<file path="src/hdl/isl_pkg.sv">
// ----------------------------------------------------------------------------
// Indexed shift list package
// Shared types, request and status codes, and sizing helpers for the
// indexed shift list and its cell chain.
// ----------------------------------------------------------------------------
package isl_pkg;

  localparam int FUNC_W        = 3;
  localparam int INDEX_W       = 11;
  localparam int COUNT_W       = 11;
  localparam int STATUS_W      = 2;
  localparam int DEPTH_DEFAULT = 1024;
  localparam int GATHER_FANIN  = 16;

  typedef enum logic [FUNC_W-1:0] {
    FN_INSERT_AT  = 3'd0,
    FN_REMOVE_AT  = 3'd1,
    FN_READ_AT    = 3'd2,
    FN_PUSH_FRONT = 3'd3,
    FN_PUSH_BACK  = 3'd4,
    FN_POP_FRONT  = 3'd5,
    FN_POP_BACK   = 3'd6,
    FN_CLEAR      = 3'd7
  } func_e;

  typedef enum logic [STATUS_W-1:0] {
    ST_OK   = 2'd0,
    ST_BAD  = 2'd1,
    ST_FULL = 2'd2
  } status_e;

  typedef enum logic [1:0] {
    OP_NONE   = 2'd0,
    OP_INSERT = 2'd1,
    OP_REMOVE = 2'd2,
    OP_READ   = 2'd3
  } op_e;

  typedef enum logic {
    S_IDLE   = 1'b0,
    S_GATHER = 1'b1
  } state_e;

  typedef struct packed {
    logic signed [31:0] weight;
    logic        [7:0]  color;
    logic signed [31:0] charge;
  } entry_t;

  localparam int ENTRY_W = $bits(entry_t);

  typedef struct packed {
    func_e                func;
    logic [INDEX_W-1:0]   entry_index;
    logic signed [31:0]   entry_weight;
    logic        [7:0]    entry_color;
    logic signed [31:0]   entry_charge;
  } in_t;

  typedef struct packed {
    logic [STATUS_W-1:0]  status;
    logic signed [31:0]   out_weight;
    logic        [7:0]    out_color;
    logic signed [31:0]   out_charge;
    logic [COUNT_W-1:0]   list_count;
  } out_t;

  // Command that the sequencer broadcasts to every cell of the chain.
  typedef struct packed {
    logic shift_up;
    logic shift_down;
  } cell_cmd_t;

  // Number of registered levels in the read-back tree for a given depth.
  function automatic int gather_levels(int depth);
    int n;
    int lv;
    n  = depth;
    lv = 0;
    while (n > 1) begin
      n  = (n + GATHER_FANIN - 1) / GATHER_FANIN;
      lv = lv + 1;
    end
    if (lv < 1) lv = 1;
    return lv;
  endfunction

endpackage

</file>
<file path="src/hdl/isl_cell.sv">
// ----------------------------------------------------------------------------
// Indexed shift list cell
// Holds one list entry. On an insert it takes its lower neighbor's entry
// or the new entry; on a remove it takes its upper neighbor's entry.
// ----------------------------------------------------------------------------
module isl_cell import isl_pkg::*; #(
  parameter int AW = 10
) (
  input  logic          clk_i,
  input  cell_cmd_t     cmd_i,
  input  logic [AW-1:0] pos_i,
  input  logic [AW-1:0] cell_idx_i,
  input  entry_t        new_entry_i,
  input  entry_t        lower_i,
  input  entry_t        upper_i,
  output entry_t        entry_o
);

  entry_t entry_q;
  entry_t entry_d;

  always_comb begin
    entry_d = entry_q;
    if (cmd_i.shift_up) begin
      if (cell_idx_i == pos_i) begin
        entry_d = new_entry_i;
      end else if (cell_idx_i > pos_i) begin
        entry_d = lower_i;
      end
    end else if (cmd_i.shift_down && (cell_idx_i >= pos_i)) begin
      entry_d = upper_i;
    end
  end

  always_ff @(posedge clk_i) begin
    entry_q <= entry_d;
  end

  assign entry_o = entry_q;

endmodule

</file>
<file path="config.mk">
export PLATFORM = sky130hd
export DESIGN_NAME = isl_cell
export DESIGN_NICKNAME = d
export VERILOG_FILES = /design/src/hdl/isl_pkg.sv /design/src/hdl/isl_cell.sv
export SDC_FILE = /design/constraint.sdc
export NUM_CORES = 1
export LEC_CHECK = 0
export ABC_CLOCK_PERIOD_IN_PS = 3700
export BUFFER_PORTS_ARGS = -buffer_cell sky130_fd_sc_hd__buf_2
export CAP_MARGIN = 20
export CORE_AREA = 4 4 118 120
export CTS_BUF_LIST = sky130_fd_sc_hd__clkbuf_4 sky130_fd_sc_hd__clkbuf_8 sky130_fd_sc_hd__clkbuf_16
export DETAILED_ROUTE_END_ITERATION = 16
export DIE_AREA = 0 0 122 124
export PLACE_DENSITY = 0.64
export SLEW_MARGIN = 10
export SYNTH_ARGS = -nofsm -noshare
export SYNTH_HDL_FRONTEND = slang
export SYNTH_SLANG_ARGS = --single-unit
</file>
<file path="constraint.sdc">
create_clock -name clk_i -period 3.7 [get_ports clk_i]
set_clock_uncertainty 0.2 [all_clocks]
set_input_delay 0.37 -clock clk_i [delete_from_list [all_inputs] [get_ports clk_i]]
set_output_delay 0.37 -clock clk_i [all_outputs]
set_load 0.02 [all_outputs]
</file>
==> flow_summary.rst, run 1 <==
.. list-table::
   :header-rows: 1

   * - Metric
     - Value
   * - Sum of negative setup slack
     - 0 ps
   * - Area Growth Syn to Fin
     - 47.9%
   * - Vias in the first global route
     - around 3.7k
   * - Number of I/O port buffers
     - a little over 300
   * - Relative contribution of combinational cells to total power
     - between 20 and 25%
   * - Pin count of the biggest net entering global routing
     - 61
   * - Netlist area before placement
     - about 0.004 mm²
   * - Final period demand of the worst path
     - 2380 ps
   * - Number of DRC markers after the initial detailed-route iteration
     - about 130
   * - Total congestion overflow after global routing
     - 0
   * - Class of the tightest hold or removal check
     - primary input to flop
   * - Transition time at the pin with the least slew margin
     - between 600 and 700 ps
   * - Yosys warning total
     - 0
   * - Fraction of final layout cells with drive strength greater than 1
     - about 51%
   * - Final weighted congestion of routability-driven global placement
     - ~0.87
   * - I/O pin count
     - between 300 and 400
   * - Number of distinct library cells after synthesis
     - 21
   * - Vias
     - about 3.7k
   * - Power density over the cells
     - about 430 mW/mm²
   * - Core occupancy in the finished layout
     - a little under half
   * - Wire length per cell after detailed routing
     - roughly 15 µm
   * - Net Count, Synth
     - approximately 600
   * - Total placed instance area
     - 0.00561 mm²
   * - Final hold slack
     - between 150 and 200 ps
   * - Clock tree from TritonCTS
     - built
   * - Kind of start point of the critical path
     - primary input
   * - Inserted Clock Buffers
     - 9
   * - Crit path capture type
     - flop
   * - Static Leakage
     - about 2.6 nW
   * - Post-route cell area
     - 0.00592 mm²
   * - Clock transition time at the flip-flop clock pins of the worst setup and hold paths
     - approximately 50 ps
   * - Die H
     - around 120 µm
   * - Portion of total power attributed to the clock network
     - between 30% and 40%
   * - Outcome
     - finished, final reports clean
   * - Detailed-routing iteration count for the pre-antenna-repair pass
     - 4
   * - Worst slew slack as a fraction of its limit
     - 59.4%
   * - CTS-repair resized insts
     - 0
   * - Post-CTS setup buffer count
     - 0
   * - Final wirelength
     - between 10000 and 15000 µm
   * - Leading cell types in the layout, fill and taps excluded
     - 309 x buf_2, 75 x a21oi_1, 72 x mux2i_1, 72 x nor2_1, 72 x edfxtp_1
   * - Core Area
     - 0.0130 mm²
   * - Half-perimeter wire length of the detailed placement result
     - ~10000 µm
   * - CTS H-tree depth
     - 3
   * - Buffer cell driving the clock tree root
     - clkbuf_16
   * - Part of the Yosys area used for sequential elements
     - 54.1%
   * - Sw Share
     - 26.8%
   * - Total net switching power
     - around 0.68 mW
   * - Relative contribution of sequential cells to total power
     - a little over two fifths
   * - Top cell type's share of synthesized area
     - around 54%
   * - Max Cap Violations
     - 0
   * - Drt via density
     - 4.50
   * - Max FFs per register
     - slightly above 70
   * - Synthesized area per cell
     - around 12 µm²
   * - Max Root-Sink Buffers
     - 2
   * - Die area
     - about 0.015 mm²
   * - Final-report max-slew violation count
     - 0
   * - Data arrival time of the worst path
     - about 2200 ps
   * - Hold_buf cts
     - 0
   * - Commonest non-fill, non-tap cell in the layout
     - buf_2
   * - Count of antenna-violating nets left after detailed routing
     - 0
   * - Width of the die
     - between 100 and 150 µm
   * - Number of remaining DRC errors
     - 0
   * - Maximum fanout count along the critical path
     - 36
   * - Antenna violations before repair
     - 0
   * - Flops & latches, synth
     - between 70 and 80
   * - Wire length of the first global-routing pass
     - approximately 17000 µm
   * - Critical setup path kind
     - primary input to flop
   * - Cell type with the largest total area after synthesis
     - edfxtp_1
   * - Number of failing hold endpoints at the final stage
     - 0
   * - Worst path required time
     - 3560 ps
   * - Peak Freq
     - 421 MHz
   * - Setup violation total in the final timing report
     - 0
   * - Worst-case vdd ir drop
     - 0.000151 V
   * - GRT Resource Usage Total
     - 15.0%
   * - Setup repair after global routing missed its margin
     - false
   * - Net total in the final layout
     - 899
   * - Diodes inserted
     - 0
   * - Initial standard-cell utilization of the core
     - between 30% and 40%
   * - Final clock period utilization by the worst path
     - ~64%
   * - Number of placement rows
     - 42
   * - Internal power of the cells
     - 1.85 mW
   * - Synthesized instance count
     - between 300 and 400
   * - Clock Sinks
     - 72
   * - Area contributors post-synth
     - edfxtp_1 54%, mux2i_1 18%, a21oi_1 9.4%, nor2_1 6.8%, buf_12 3.5%
==> power groups by stage <==
stage	sequential [mW]	combinational [mW]	clock, mW
after floorplan	1.24	0.136	0
after global placement	1.08	0.563	0
after detailed placement	1.08	0.573	0
after CTS	1.07	0.573	0.923
after global routing	1.08	0.614	0.967
final	1.07	0.562	0.891
==> worst paths after layout <==
check / start / endpoint / slack, ps / depth (start not counted)
setup / recovery: pos_i[8] / entry_o[62]$_DFFE_PP_ / 1320 / 8
hold / removal: upper_i[36] / entry_o[36]$_DFFE_PP_ / 170 / 3
==> synth_stat cells <==
master	number
a21oi_1	75
edfxtp_1	72
mux2i_1	72
nor2_1	72
clkbuf_1	12
ha_1	10
inv_1	10
buf_12	7
buf_2	4
nand4_2	2
a211oi_1	1
a21o_1	1
buf_6	1
nand2_1	1
nand2b_1	1
nand3_1	1
nor3_1	1
nor3_2	1
o21ai_0	1
o21bai_1	1
o32a_1	1
==> logic make-up after synthesis <==
family                   synth area share (%)
AO/OA/AOI/OAI                            10.3
adder cells (fa/ha/maj)                  3.13
flip-flops                               54.1
multiplexers                             18.0
buffers and inverters                    6.35
AND/OR/NAND/NOR                          8.13
==> layout make-up <==
class | instances | area [µm²]
Clock buffer | 10 | 233
Clock inverter | 5 | 72.6
Fill cell | 1247 | 7060
Inverter | 10 | 37.5
Multi-Input combinational cell | 241 | 1590
Sequential cell | 72 | 2160
Tap cell | 176 | 220
Timing Repair Buffer | 316 | 1600
==> per-stage QoR <==
step,setup slack [ps],power [mW],cells
floorplan,224,1.38,347
global placement,1040,1.65,815
detailed placement,955,1.66,815
CTS,1310,2.57,830
global route,1240,2.66,830
finish,1320,2.52,830
==> worst max-delay path, stage by stage <==
cell and delay, ps:
buf_2 70, inv_1 30, ha_1 310, nand4_2 180, nor3_4 220, buf_4 510
mux2i_1 410, a21oi_1 120
==> layer usage <==
layer | vias to the layer above | GRT usage, % | share of wire (%)
met5 | - | 0 | 0
met4 | 0 | 6.16 | 2.3
met3 | 18 | 6.22 | 12
met2 | 199 | 27.8 | 51
met1 | 1641 | 14.9 | 35
li1 | 1878 | - | -
Note: power is estimated with default switching activity, not from simulation.
==> run 2: changes to the inputs <==
--- a/config.mk
+++ b/config.mk
@@ -5,14 +5,15 @@
 export SDC_FILE = /design/constraint.sdc
 export NUM_CORES = 1
 export LEC_CHECK = 0
-export ABC_CLOCK_PERIOD_IN_PS = 3700
+export ABC_AREA = 1
+export ABC_CLOCK_PERIOD_IN_PS = 2200
 export BUFFER_PORTS_ARGS = -buffer_cell sky130_fd_sc_hd__buf_2
 export CAP_MARGIN = 20
-export CORE_AREA = 4 4 118 120
+export CORE_AREA = 4 4 120 122
 export CTS_BUF_LIST = sky130_fd_sc_hd__clkbuf_4 sky130_fd_sc_hd__clkbuf_8 sky130_fd_sc_hd__clkbuf_16
 export DETAILED_ROUTE_END_ITERATION = 16
-export DIE_AREA = 0 0 122 124
-export PLACE_DENSITY = 0.64
+export DIE_AREA = 0 0 124 126
+export PLACE_DENSITY = 0.65
 export SLEW_MARGIN = 10
 export SYNTH_ARGS = -nofsm -noshare
 export SYNTH_HDL_FRONTEND = slang
==> constraint.sdc (replaced) <==
create_clock -name clk_i -period 2.2 [get_ports clk_i]
set_clock_uncertainty 0.2 [all_clocks]
set_input_delay 0.22 -clock clk_i [delete_from_list [all_inputs] [get_ports clk_i]]
set_output_delay 0.22 -clock clk_i [all_outputs]
set_load 0.02 [all_outputs]
==> flow_summary.rst, run 2 <==
.. list-table::
   :header-rows: 1

   * - Metric
     - Value
   * - Maximum fanout count along the critical path
     - 67 (+86%)
   * - Register cell area after layout
     - 0.00216 mm² (unchanged)
   * - Data arrival time of the worst path
     - 1700 ps (-530 ps)
   * - Class of the tightest hold or removal check
     - primary input to flop
   * - Max Root-Sink Buffers
     - 2 (unchanged)
   * - Net total in the final layout
     - 1191 (+32%)
   * - Number of DRC markers after the initial detailed-route iteration
     - 242 (+83%)
   * - Final-report max-slew violation count
     - 0 (unchanged)
   * - Post-route cell area
     - 0.00709 mm² (+20%)
   * - Detailed-routing iteration count for the pre-antenna-repair pass
     - 4 (unchanged)
   * - Bufs and invs on worst path
     - 4 (+1)
   * - Die area
     - 0.0156 mm² (+3.3%)
   * - Clock tree from TritonCTS
     - built
   * - Number of distinct library cells after synthesis
     - 18 (-14%)
   * - Count of antenna-violating nets left after detailed routing
     - 0 (unchanged)
   * - Most frequent cell after synthesis
     - nand2_1
   * - Transition time at the pin with the least slew margin
     - 633 ps (+23.8 ps)
   * - Setup repair after global routing missed its margin
     - false
   * - CTS H-tree depth
     - 3 (unchanged)
   * - Area contributors post-synth
     - edfxtp_1 49%, nand2_1 20%, o21ai_1 7.7%, inv_1 7.6%, nor2_1 6.4%
   * - Fraction of final layout cells with drive strength greater than 1
     - 37.6% (-13 points)
   * - Static Leakage
     - 3.83 nW (+45%)
   * - Biggest cell delay along the critical path
     - 530 ps (+20 ps)
   * - Final hold slack
     - 7.22 ps (-159 ps)
   * - Share of flip-flops with an asynchronous set or reset after synthesis
     - 0% (unchanged)
   * - Clock Sinks
     - 72 (unchanged)
   * - Number of synthesized flops with an enable pin
     - 72 (unchanged)
   * - Yosys warning total
     - 0 (unchanged)
   * - Non-filler instance count after layout
     - 1123 (+35%)
   * - Final wirelength
     - 14900 µm (+23%)
   * - Most used cell, CP
     - nand2_1
   * - Cell type with the largest total area after synthesis
     - edfxtp_1
   * - Top cell type's share of synthesized area
     - 49.5% (-4.6 points)
   * - Vias
     - 4885 (+31%)
   * - Clock transition time at the flip-flop clock pins of the worst setup and hold paths
     - 50 ps (about the same)
   * - Cell type group with the largest total delay on the critical path
     - buffers and inverters
   * - Net Count, Synth
     - 837 (+40%)
   * - Crit path capture type
     - flop
   * - Leading register cell type out of synthesis
     - edfxtp_1
   * - Total congestion overflow after global routing
     - 0 (unchanged)
   * - Final clock period utilization by the worst path
     - approximately 84%
   * - Synthesized instance count
     - 588 (+69%)
   * - Post-placement worst setup slack
     - 20.8 ps (-934 ps)
   * - Max Cap Violations
     - 0 (unchanged)
   * - Commonest non-fill, non-tap cell in the layout
     - buf_2
   * - Flops & latches, synth
     - 72 (unchanged)
   * - Critical setup path kind
     - primary input to flop
   * - Core occupancy in the finished layout
     - 53.8% (+8.2 points)
   * - CTS-repair resized insts
     - 0 (unchanged)
   * - Part of the Yosys area used for sequential elements
     - 49.5% (-4.6 points)
   * - Drt via density
     - 4.35 (-3.4%)
   * - Setup violation total in the final timing report
     - 0 (unchanged)
   * - Total placed instance area
     - 0.00623 mm² (+11%)
   * - Sum of negative setup slack
     - 0 ps (unchanged)
   * - Filler instances
     - 1247 (unchanged)
   * - Wire length of the first global-routing pass
     - 22000 µm (+26%)
   * - Final weighted congestion of routability-driven global placement
     - 0.835 (-3.5%)
   * - PnR worst setup slack
     - 360 ps (-962 ps)
   * - Wire length per cell after detailed routing
     - 13.3 µm (-8.8%)
   * - Worst slew slack as a fraction of its limit
     - 57.8% (-1.6 points)
   * - Number of I/O port buffers
     - 310 (unchanged)
   * - Leading cell types in the layout, fill and taps excluded
     - 310 x buf_2, 226 x nand2_1, 82 x inv_1
   * - Sum of internal, switching and leakage power
     - 4.46 mW (+77%)
   * - GRT Resource Usage Total
     - 18.0% (+3.0 points)
   * - Number of remaining DRC errors
     - 0 (unchanged)
   * - Number of placement rows
     - 42 (unchanged)
   * - Initial standard-cell utilization of the core
     - 33.1% (+2.3 points)
   * - Netlist area before placement
     - 0.00437 mm² (+9.2%)
   * - Core Area
     - 0.0132 mm² (+1.6%)
   * - Kind of start point of the critical path
     - primary input
   * - Pin count of the biggest net entering global routing
     - 78 (+28%)
   * - I/O pin count
     - 311 (unchanged)
   * - # placed instances
     - 1052 (+29%)
   * - Antenna violations before repair
     - 4 (+4)
   * - Worst-case vdd ir drop
     - 0.000298 V (+98%)
   * - Area Growth Syn to Fin
     - 62.4%
   * - Highest-delay cell along the critical path
     - buf_4
   * - Synthesized area per cell
     - 7.43 µm² (-36%)
   * - Number of failing hold endpoints at the final stage
     - 0 (unchanged)
   * - Vias in the first global route
     - 4672 (+25%)
   * - Final period demand of the worst path
     - around 1800 ps
   * - Power density over the cells
     - 629 mW/mm² (+48%)
   * - Half-perimeter wire length of the detailed placement result
     - 11200 µm (+12%)
   * - Peak Freq
     - roughly 540 MHz
   * - Buffer cell driving the clock tree root
     - clkbuf_16
   * - Max FFs per register
     - 72 (unchanged)
   * - Width of the die
     - 124 µm (+1.6%)
   * - Outcome
     - finished, final reports clean
   * - Inserted Clock Buffers
     - 9 (unchanged)
   * - Die H
     - 126 µm (+1.6%)
   * - Area of combinational cells with multiple inputs
     - 0.00183 mm² (+15%)
   * - Most used standard cells in the synthesized netlist
     - 228 x nand2_1, 89 x inv_1, 75 x nor2_1
   * - Worst path required time
     - 2060 ps (-1500 ps)
   * - Sequence of cells on the critical path
     - buf_2, inv_1, ha_1, nand2_1, inv_1, nand3_4, buf_4, nand2_1, nand2_1, o21ai_0
==> run 2: cell count changes in the layout (fill, tap and decap cells not counted), moves of 5 or more <==
cell and delta:
nand2_1 +225, a21oi_1 -73, inv_1 +72, mux2i_1 -72
o21ai_1 +67, dlygate4sd3_1 +55, ha_1 -7, ha_4 +7
inv_2 +5
==> run 2: report_power, final <==
part           internal [mW]  switching [mW]  leakage, nW
clock network          0.988           0.516        0.151
registers               1.75          0.0453        0.673
logic                  0.483           0.672         3.01
==> run 2: worst paths after layout <==
kind,from,to,cells past startpoint,slack (ps)
setup / recovery,pos_i[1],entry_o[3]$_DFFE_PP_,10,360
hold / removal,upper_i[41],entry_o[41]$_DFFE_PP_,3,7
==> run 2: layout make-up <==
class	count	share of cell area, %
inverters	90	5.01
multi-input cells	395	25.8
clock inverters	5	1.02
diodes	1	0.0353
clock buffers	10	3.28
well taps	176	3.11
repair buffers	374	31.3
flip-flops and latches	72	30.5
==> run 2: cells by family (layout without fill, tap and decap cells) <==
kind of cell / Yosys count / in the layout / synth area share (%)
and+or+nand+nor: 310 / 310 / 27.2
buffers and inverters: 121 / 479 / 11.8
AOI/OAI and AO/OA: 75 / 75 / 8.65
DFF: 72 / 72 / 49.5
adders and majority gates: 10 / 10 / 2.86
other: 0 / 1 / 0
==> run 2: layer usage <==
layer	GRT usage (%)	wire length (µm)	vias up
li1	-	-	2519
met1	18.6	5350	2125
met2	32.8	7660	199
met3	5.92	1520	36
met4	7.80	369	6
met5	0	41	-
==> run 2: repair_timing <==
action / CTS / global route
buffers inserted: 0 / 0
hold buffers: 55 / 0
endpoints found under the hold margin: 55 / 0
